**src/rtl/core/battery_soc_interp_ema_unit_assert.svh**
```systemverilog
// ----------------------------------------------------------------------------
// battery_soc_interp_ema_unit_assert
// assertion macros shared by the battery state of charge logic
// ----------------------------------------------------------------------------
`ifndef BATTERY_SOC_INTERP_EMA_UNIT_ASSERT_SVH
`define BATTERY_SOC_INTERP_EMA_UNIT_ASSERT_SVH

// same-cycle implication, sampled on clk, off during rst
`define BSOC_ASSERT_IMP(lbl, cond, prop) \
  lbl: assert property (@(posedge clk) disable iff (rst) (cond) |-> (prop)) \
    else $error("bsoc assertion failed");

// next-cycle implication, sampled on clk, off during rst
`define BSOC_ASSERT_NXT(lbl, cond, prop) \
  lbl: assert property (@(posedge clk) disable iff (rst) (cond) |=> (prop)) \
    else $error("bsoc assertion failed");

`endif

```
**src/rtl/core/bsoc_pkg.sv**
```systemverilog
// ----------------------------------------------------------------------------
// bsoc_pkg
// voltage to charge table and fixed constants for the state of charge unit
// ----------------------------------------------------------------------------
package bsoc_pkg;

  // table rom depth and index width
  localparam int unsigned ROM_SIZE = 32;
  localparam int unsigned IDX_W    = 5;

  // fixed point widths
  localparam int unsigned MV_W     = 16;
  localparam int unsigned SOC_W    = 7;
  localparam int unsigned Q_W      = 23;
  localparam int unsigned ALPHA_W  = 16;
  localparam int unsigned MUL_A_W  = 17;
  localparam int unsigned PROD_W   = 40;

  // filter weight after reset, about 0.1 in q0.16
  localparam logic [ALPHA_W-1:0] ALPHA_RESET = 16'd6554;

  // 16s lifepo4 pack curve, padded with the last point
  localparam logic [MV_W-1:0] TABLE_MV [ROM_SIZE] = '{
    16'd40000, 16'd44000, 16'd46400, 16'd48000, 16'd49600, 16'd50400,
    16'd51200, 16'd51600, 16'd52000, 16'd52800, 16'd53600, 16'd54400,
    16'd55200, 16'd55200, 16'd55200, 16'd55200, 16'd55200, 16'd55200,
    16'd55200, 16'd55200, 16'd55200, 16'd55200, 16'd55200, 16'd55200,
    16'd55200, 16'd55200, 16'd55200, 16'd55200, 16'd55200, 16'd55200,
    16'd55200, 16'd55200
  };

  localparam logic [SOC_W-1:0] TABLE_SOC [ROM_SIZE] = '{
    7'd0,   7'd5,   7'd10,  7'd20,  7'd30,  7'd40,  7'd50,  7'd60,
    7'd70,  7'd80,  7'd90,  7'd95,  7'd100, 7'd100, 7'd100, 7'd100,
    7'd100, 7'd100, 7'd100, 7'd100, 7'd100, 7'd100, 7'd100, 7'd100,
    7'd100, 7'd100, 7'd100, 7'd100, 7'd100, 7'd100, 7'd100, 7'd100
  };

  // full scale charge, 100 percent in q7.16
  localparam logic [Q_W-1:0] Q_FULL = 23'd6553600;

endpackage

```
**src/rtl/core/battery_soc_interp_ema_unit.sv**
```systemverilog
// ----------------------------------------------------------------------------
// battery_soc_interp_ema_unit
// pack voltage to filtered state of charge in percent
// ----------------------------------------------------------------------------
// One voltage sample in, one charge percentage out. A sample outside the table
// goes from the clamp step straight to the filter. For a sample inside the
// table, a compare per cycle walks the table to find the segment, a restoring
// divider forms the slope term, and one shared 17x23 multiplier serves the
// slope product and both filter products. The unit works on one sample at a
// time: in_stall stays high while a sample is being worked on; a finished
// result sits in the output register, so the next sample may be taken while
// it waits. The first sample after reset loads the filter directly. smoothing
// alpha is written through the cfg port; the user must write it only while
// idle, as the block itself does not enforce this.
// ----------------------------------------------------------------------------
`include "battery_soc_interp_ema_unit_assert.svh"

module battery_soc_interp_ema_unit #(
  parameter int unsigned TABLE_POINTS = 13
) (
  input  logic                         clk,
  input  logic                         rst,
  // sample channel
  input  logic                         in_valid,
  output logic                         in_stall,
  input  logic [bsoc_pkg::MV_W-1:0]    battery_mv,
  // result channel
  output logic                         out_valid,
  input  logic                         out_stall,
  output logic [bsoc_pkg::SOC_W-1:0]   charge_percent,
  // filter weight write
  input  logic                         cfg_valid,
  output logic                         cfg_ready,
  input  logic [bsoc_pkg::ALPHA_W-1:0] cfg_data
);

  localparam logic [bsoc_pkg::IDX_W-1:0] LAST_IDX = bsoc_pkg::IDX_W'(TABLE_POINTS - 1);

  // sequencer states
  localparam logic [3:0] S_IDLE    = 4'd0;
  localparam logic [3:0] S_CLAMP   = 4'd1;
  localparam logic [3:0] S_SEARCH  = 4'd2;
  localparam logic [3:0] S_MUL     = 4'd3;
  localparam logic [3:0] S_DIVPREP = 4'd4;
  localparam logic [3:0] S_DIV     = 4'd5;
  localparam logic [3:0] S_RAW     = 4'd6;
  localparam logic [3:0] S_FILT    = 4'd7;
  localparam logic [3:0] S_EMA2    = 4'd8;
  localparam logic [3:0] S_EMA3    = 4'd9;
  localparam logic [3:0] S_OUT     = 4'd10;

  localparam logic [4:0] DIV_LAST  = 5'd22;

  logic [3:0]                      state;
  logic [bsoc_pkg::MV_W-1:0]       volt;
  logic [bsoc_pkg::IDX_W-1:0]      idx;
  logic [bsoc_pkg::PROD_W-1:0]     prod;
  logic [bsoc_pkg::PROD_W-1:0]     acc;
  logic [bsoc_pkg::MV_W-1:0]       rem;
  logic [bsoc_pkg::Q_W-1:0]        dq;
  logic [4:0]                      cnt;
  logic [bsoc_pkg::MV_W-1:0]       dwidth;
  logic [bsoc_pkg::Q_W-1:0]        raw;
  logic [bsoc_pkg::Q_W-1:0]        filtered_charge;
  logic                            filter_loaded;
  logic [bsoc_pkg::ALPHA_W-1:0]    alpha;

  logic [bsoc_pkg::IDX_W-1:0]      idx_hi;
  logic [bsoc_pkg::MV_W-1:0]       seg_lo;
  logic [bsoc_pkg::MV_W-1:0]       seg_hi;
  logic [bsoc_pkg::MV_W-1:0]       seg_width;
  logic [bsoc_pkg::SOC_W-1:0]      soc_lo;
  logic [bsoc_pkg::SOC_W-1:0]      rise;
  logic [bsoc_pkg::MUL_A_W-1:0]    mul_a;
  logic [bsoc_pkg::Q_W-1:0]        mul_b;
  logic [bsoc_pkg::PROD_W-1:0]     mul_p;
  logic [bsoc_pkg::MV_W:0]         div_r2;
  logic [bsoc_pkg::MV_W:0]         div_w;
  logic                            div_ge;
  logic [bsoc_pkg::PROD_W:0]       ema_sum;
  logic [bsoc_pkg::Q_W:0]          round_sum;
  logic                            out_free;

  // handshakes
  assign in_stall  = (state != S_IDLE);
  assign cfg_ready = 1'b1;
  assign out_free  = !out_valid || !out_stall;

  // segment endpoints from the rom
  assign idx_hi    = idx + 1'b1;
  assign seg_lo    = bsoc_pkg::TABLE_MV[idx];
  assign seg_hi    = bsoc_pkg::TABLE_MV[idx_hi];
  assign seg_width = seg_hi - seg_lo;
  assign soc_lo    = bsoc_pkg::TABLE_SOC[idx];
  assign rise      = bsoc_pkg::TABLE_SOC[idx_hi] - soc_lo;

  // shared multiplier operand select
  always_comb begin
    mul_a = '0;
    mul_b = '0;
    case (state)
      S_MUL: begin
        mul_a = {1'b0, volt - seg_lo};
        mul_b = bsoc_pkg::Q_W'(rise);
      end
      S_FILT: begin
        mul_a = {1'b0, alpha};
        mul_b = raw;
      end
      S_EMA2: begin
        mul_a = 17'h10000 - {1'b0, alpha};
        mul_b = filtered_charge;
      end
      default: begin
        mul_a = '0;
        mul_b = '0;
      end
    endcase
  end

  assign mul_p = bsoc_pkg::PROD_W'(mul_a) * bsoc_pkg::PROD_W'(mul_b);

  // one restoring divide step
  assign div_r2 = {rem, dq[bsoc_pkg::Q_W-1]};
  assign div_w  = {1'b0, dwidth};
  assign div_ge = (div_r2 >= div_w);

  // filter sum and output rounding
  assign ema_sum   = {1'b0, acc} + {1'b0, prod} + 41'd32768;
  assign round_sum = {1'b0, filtered_charge} + 24'd32768;

  // configuration register
  always_ff @(posedge clk) begin
    if (rst) begin
      alpha <= bsoc_pkg::ALPHA_RESET;
    end else if (cfg_valid && cfg_ready) begin
      alpha <= cfg_data;
    end
  end

  // sequencer and datapath
  always_ff @(posedge clk) begin
    if (rst) begin
      state           <= S_IDLE;
      filter_loaded   <= 1'b0;
      filtered_charge <= '0;
      out_valid       <= 1'b0;
    end else begin
      // result transfer, unless a new result is loaded in the same cycle
      if (out_valid && !out_stall && state != S_OUT) begin
        out_valid <= 1'b0;
      end
      case (state)
        S_IDLE: begin
          if (in_valid) begin
            volt  <= battery_mv;
            state <= S_CLAMP;
          end
        end
        // clamp to the table ends
        S_CLAMP: begin
          idx <= '0;
          if (volt <= bsoc_pkg::TABLE_MV[0]) begin
            raw   <= {bsoc_pkg::TABLE_SOC[0], 16'h0000};
            state <= S_FILT;
          end else if (volt >= bsoc_pkg::TABLE_MV[LAST_IDX]) begin
            raw   <= {bsoc_pkg::TABLE_SOC[LAST_IDX], 16'h0000};
            state <= S_FILT;
          end else begin
            state <= S_SEARCH;
          end
        end
        // walk the table one segment per cycle
        S_SEARCH: begin
          if (volt <= seg_hi || idx_hi == LAST_IDX) begin
            state <= S_MUL;
          end else begin
            idx <= idx_hi;
          end
        end
        // offset times charge rise
        S_MUL: begin
          prod   <= mul_p;
          dwidth <= seg_width;
          if (seg_width == '0) begin
            raw   <= {soc_lo, 16'h0000};
            state <= S_FILT;
          end else begin
            state <= S_DIVPREP;
          end
        end
        // dividend is product * 65536 plus half the width
        S_DIVPREP: begin
          rem   <= prod[22:7];
          dq    <= {prod[6:0], 1'b0, dwidth[15:1]};
          cnt   <= '0;
          state <= S_DIV;
        end
        S_DIV: begin
          rem <= div_ge ? bsoc_pkg::MV_W'(div_r2 - div_w) : div_r2[bsoc_pkg::MV_W-1:0];
          dq  <= {dq[bsoc_pkg::Q_W-2:0], div_ge};
          cnt <= cnt + 1'b1;
          if (cnt == DIV_LAST) begin
            state <= S_RAW;
          end
        end
        S_RAW: begin
          raw   <= {soc_lo, 16'h0000} + dq;
          state <= S_FILT;
        end
        // load the filter or start the weighted sum
        S_FILT: begin
          if (!filter_loaded) begin
            filtered_charge <= raw;
            filter_loaded   <= 1'b1;
            state           <= S_OUT;
          end else begin
            prod  <= mul_p;
            state <= S_EMA2;
          end
        end
        S_EMA2: begin
          acc   <= prod;
          prod  <= mul_p;
          state <= S_EMA3;
        end
        S_EMA3: begin
          filtered_charge <= ema_sum[38:16];
          state           <= S_OUT;
        end
        // hand the rounded charge to the output register
        S_OUT: begin
          if (out_free) begin
            out_valid      <= 1'b1;
            charge_percent <= round_sum[22:16];
            state          <= S_IDLE;
          end
        end
        default: begin
          state <= S_IDLE;
        end
      endcase
    end
  end

  // checks
  `BSOC_ASSERT_IMP(a_div_rem_below_width, state == S_DIV, rem < dwidth)
  `BSOC_ASSERT_IMP(a_filter_in_range, 1'b1, filtered_charge <= bsoc_pkg::Q_FULL)
  `BSOC_ASSERT_IMP(a_result_in_range, out_valid, charge_percent <= 7'd100)
  `BSOC_ASSERT_NXT(a_result_after_load, state == S_OUT && out_free, filter_loaded && out_valid)
  `BSOC_ASSERT_IMP(a_raw_in_range, state == S_FILT, raw <= bsoc_pkg::Q_FULL)

endmodule

```
**config.mk**
```make
export PLATFORM = sky130hd
export DESIGN_NAME = battery_soc_interp_ema_unit
export DESIGN_NICKNAME = d
export VERILOG_FILES = /design/src/rtl/core/bsoc_pkg.sv /design/src/rtl/core/battery_soc_interp_ema_unit.sv
export VERILOG_INCLUDE_DIRS = /design/src /design/src/rtl/core
export SDC_FILE = /design/constraint.sdc
export NUM_CORES = 1
export LEC_CHECK = 0
export BUFFER_PORTS_ARGS = -buffer_cell sky130_fd_sc_hd__buf_4
export CAP_MARGIN = 0
export CORE_MARGIN = 5
export CORE_UTILIZATION = 35
export DETAILED_ROUTE_END_ITERATION = 16
export SKIP_LAST_GASP = 1
export SYNTH_ARGS = -nofsm -noshare
export SYNTH_HDL_FRONTEND = slang
export SYNTH_SLANG_ARGS = --single-unit
```
**constraint.sdc**
```tcl
create_clock -name clk -period 14.8 [get_ports clk]
set_input_delay 0.74 -clock clk [delete_from_list [all_inputs] [get_ports clk]]
set_output_delay 0.74 -clock clk [all_outputs]
set_load 0.05 [all_outputs]
```
==> flow_summary_export.csv <==
group,metric,value,unit
timing,fin_crit,10.67,ns
run_status,status,"completed",
logic_synthesis,synth-compound-area-share,0.115,
timing,tns,0,ns
cells_and_area,drive_gt1_frac,0.0599,
grt,overflow,0,
die,dieArea,0.0816,mm²
clocking,cts_tree,"built",
logic_synthesis,synth_top_area_frac,0.239,
logic_synthesis,syn_nets,3492,
die,coreArea,0.0757,mm²
clocking,cts_max_path_buffers,3,
worst_setup_path,critPathKind,"flip-flop to flip-flop",
logic_synthesis,ys_warn_count,0,
logic_synthesis,synth.mux.area_fraction,0.0160,
logic_synthesis,synth.largest_area_cell,"fa_1",
logic_synthesis,ys_seq_area_frac,0.243,
drt,drtAntennaViolNets,0,
power_and_ir_drop,power_density,84.0,mW/mm²
clocking,root_buffer,"clkbuf_16",
logic_synthesis,syn_area,0.0266,mm²
timing,tightest_slew,1.20,ns
die,ios,47,
logic_synthesis,synth.area.top_cells,"fa_1 24%, edfxtp_1 21%, ha_1 12%",
place,gp_congestion,0.896,
logic_synthesis,async_reset_ff_frac,0,
timing,finalMaxSlewViolations,0,
drt,avgRoutedWirePerCell,18.5,µm
worst_setup_path,crit_top_cell,"fa_1",
cells_and_area,finalInstanceArea,0.0291,mm²
logic_synthesis,synth_flop_cell,"edfxtp_1",
cells_and_area,nets,3481,
clocking,post_cts_resize_count,0,
worst_setup_path,critPathRequiredTime,15.10,ns
drt,drc,0,
grt,grt_pass1_wl,113,mm
timing,rsz0062_at_grt,"false",
clocking,numCtsBuffers,26,
worst_setup_path,crit_path_start_kind,"flip-flop",
clocking,clk_pin_slew,0.07,ns
worst_setup_path,critPathLaunch,"idx[2]$_SDFFCE_PN0P_",
die,dieWidth,286,µm
logic_synthesis,syn_inst,2880,
logic_synthesis,synth_top_family_by_area,"adder cells",
place,dp_hpwl,55.2,mm
power_and_ir_drop,p_total,2.44,mW
power_and_ir_drop,leakagePower,13.2,nW
logic_synthesis,postSynthAreaPerCell,9.24,µm²
timing,hold_ws,0.359,ns
worst_setup_path,crit_path_max_incr_delay,0.92,ns
logic_synthesis,synth_edf_count,185,
clocking,clock_sink_count,230,
cells_and_area,layout_common_cells,"457 x nand2_1, 431 x inv_1, 318 x fa_1, 257 x ha_1, 185 x edfxtp_1",
clocking,h-tree-depth,1,
timing,period_share,0.721,
die,dieHeight,286,µm
clocking,clock_latency,0.56,ns
cells_and_area,final_common_cell,"nand2_1",
timing,hold_violations,0,
place,portBuffers,45,
drt,firstDrtPassIters,5,
drt,wl,71.7,mm
job,drv_cap,0,
worst_hold_path,holdCritStartpoint,"battery_mv[11]",
grt,grt_max_degree,48,
timing,max-slew-margin-rel,0.197,
drt,dr_total_vias,20257,
cells_and_area,area_growth,9.17,%
logic_synthesis,synthAdderAreaFrac,0.360,
cells_and_area,final_util,0.384,
timing,finClkSkew,0.0132,ns
worst_setup_path,crit_slowest_cell,"o21ai_2",
grt,antenna_found_initial,3,
cells_and_area,antenna-diode-count,0,
clocking,post-cts-setup-buffer-count,0,
logic_synthesis,synth_cell_type_count,72,
worst_hold_path,hp-class,"input port to flip-flop",
worst_setup_path,worstPathArrival,10.97,ns
drt,routed_via_density,5.24,
worst_setup_path,path_max_fanout,21,
drt,drt_iter0_markers,1638,
timing,finalSetupViolations,0,
worst_setup_path,cp-end-kind,"flip-flop",
clocking,cts_hold_buf,0,
worst_setup_path,r2r_setup_slack,4.13,ns
logic_synthesis,yosys.area_share.simple,0.155,
grt,grt_pass1_vias,19797,
grt,grt.total_usage,0.173,
place,placed_cell_area,0.0282,mm²
worst_setup_path,reg2reg_from,"idx[2]$_SDFFCE_PN0P_",
timing,fmax,0.0937,GHz
logic_synthesis,yosys.area_share.xor_xnor,0.0319,
die,start_util,0.352,
power_and_ir_drop,ir_worst_vdd,92.4,µV
die,rows,101,
logic_synthesis,synth-seq-cells,230,
-- per-stage QoR --
stage	setup WS [ns]	std cells
after floorplan	5.47	2880
after global placement	4.47	3819
after detailed placement	4.24	3819
after CTS	4.22	3867
after global routing	3.45	3867
final	4.13	3867
-- flip-flops by register name, indices dropped and copies added, names as in the netlist, 7 cells and up --
register         cells
alpha               16
volt                16
dq                  23
prod                39
rem                 16
charge_percent       7
dwidth              12
acc                 39
filtered_charge     23
raw                 23
-- worst paths after layout --
check                                     endpoint  depth (start not counted)
worst min-delay path            volt[11]$_DFFE_PP_                          1
worst max register to register  prod[37]$_DFFE_PP_                         34
worst min register to register   acc[35]$_DFFE_PP_                          0
worst max-delay path            prod[37]$_DFFE_PP_                         34
-- critical path: cells and delay by family, from the launching register on --
kind	cells	cell delay [ns]
xor gates and xnor gates	2	0.96
AOI/OAI and AO/OA	8	2.30
buffers and inverters	3	0.17
DFF	1	0.79
and+or+nand+nor	11	1.99
adders and majority gates	9	3.98
muxes	1	0.23
-- cells in the mapped netlist, types with 6 or more instances --
cell type,number
a211oi_1,19
a21boi_0,13
a21o_1,35
a21oi_1,113
a22o_1,19
a22oi_1,18
a311oi_1,18
a31oi_1,9
and2_1,92
and3_1,19
buf_2,6
clkbuf_1,118
dfxtp_1,45
edfxtp_1,185
fa_1,318
ha_1,257
inv_1,431
mux2i_1,38
nand2_1,457
nand2b_1,22
nand3_1,32
nand4_1,13
nor2_1,143
nor2b_1,25
nor3_1,28
nor3b_1,9
o21a_1,14
o21ai_0,135
o21ai_1,9
o21bai_1,9
o221ai_1,8
o22ai_1,6
o31ai_1,8
or2_2,8
or3_1,20
xnor2_1,71
xor2_1,26
-- report_power, final --
| part | leakage [nW] | internal (mW) | switching, mW |
|---|---|---|---|
| Clock | 0.431 | 0.396 | 0.286 |
| Sequential | 2.07 | 0.794 | 0.0712 |
| Combinational | 10.7 | 0.315 | 0.578 |
| Total | 13.2 | 1.51 | 0.936 |
-- layout make-up --
cell class / count / area, µm²
clock inverter: 19 / 228
clock buffer: 29 / 662
sequential: 230 / 6460
tap: 978 / 1220
multi-input combinational: 2091 / 18200
fill: 7641 / 46600
timing repair buffer: 89 / 668
inverter: 431 / 1620
-- kinds of logic after synthesis --
group | after synthesis
other cells | 1
mux | 42
compound gates | 478
fa+ha+maj | 575
buf+inv | 559
simple gates | 898
xor+xnor | 97
flops | 230
-- layer usage --
layer  vias to the layer above  track usage  wire length, µm
met1                     10250        0.249            33400
met4                         0       0.0297             1200
met2                       463        0.288            33900
met5                         -            0                0
li1                       9474            -                -
met3                        70       0.0169             3190
No activity file was read; power rests on OpenSTA's default activity.
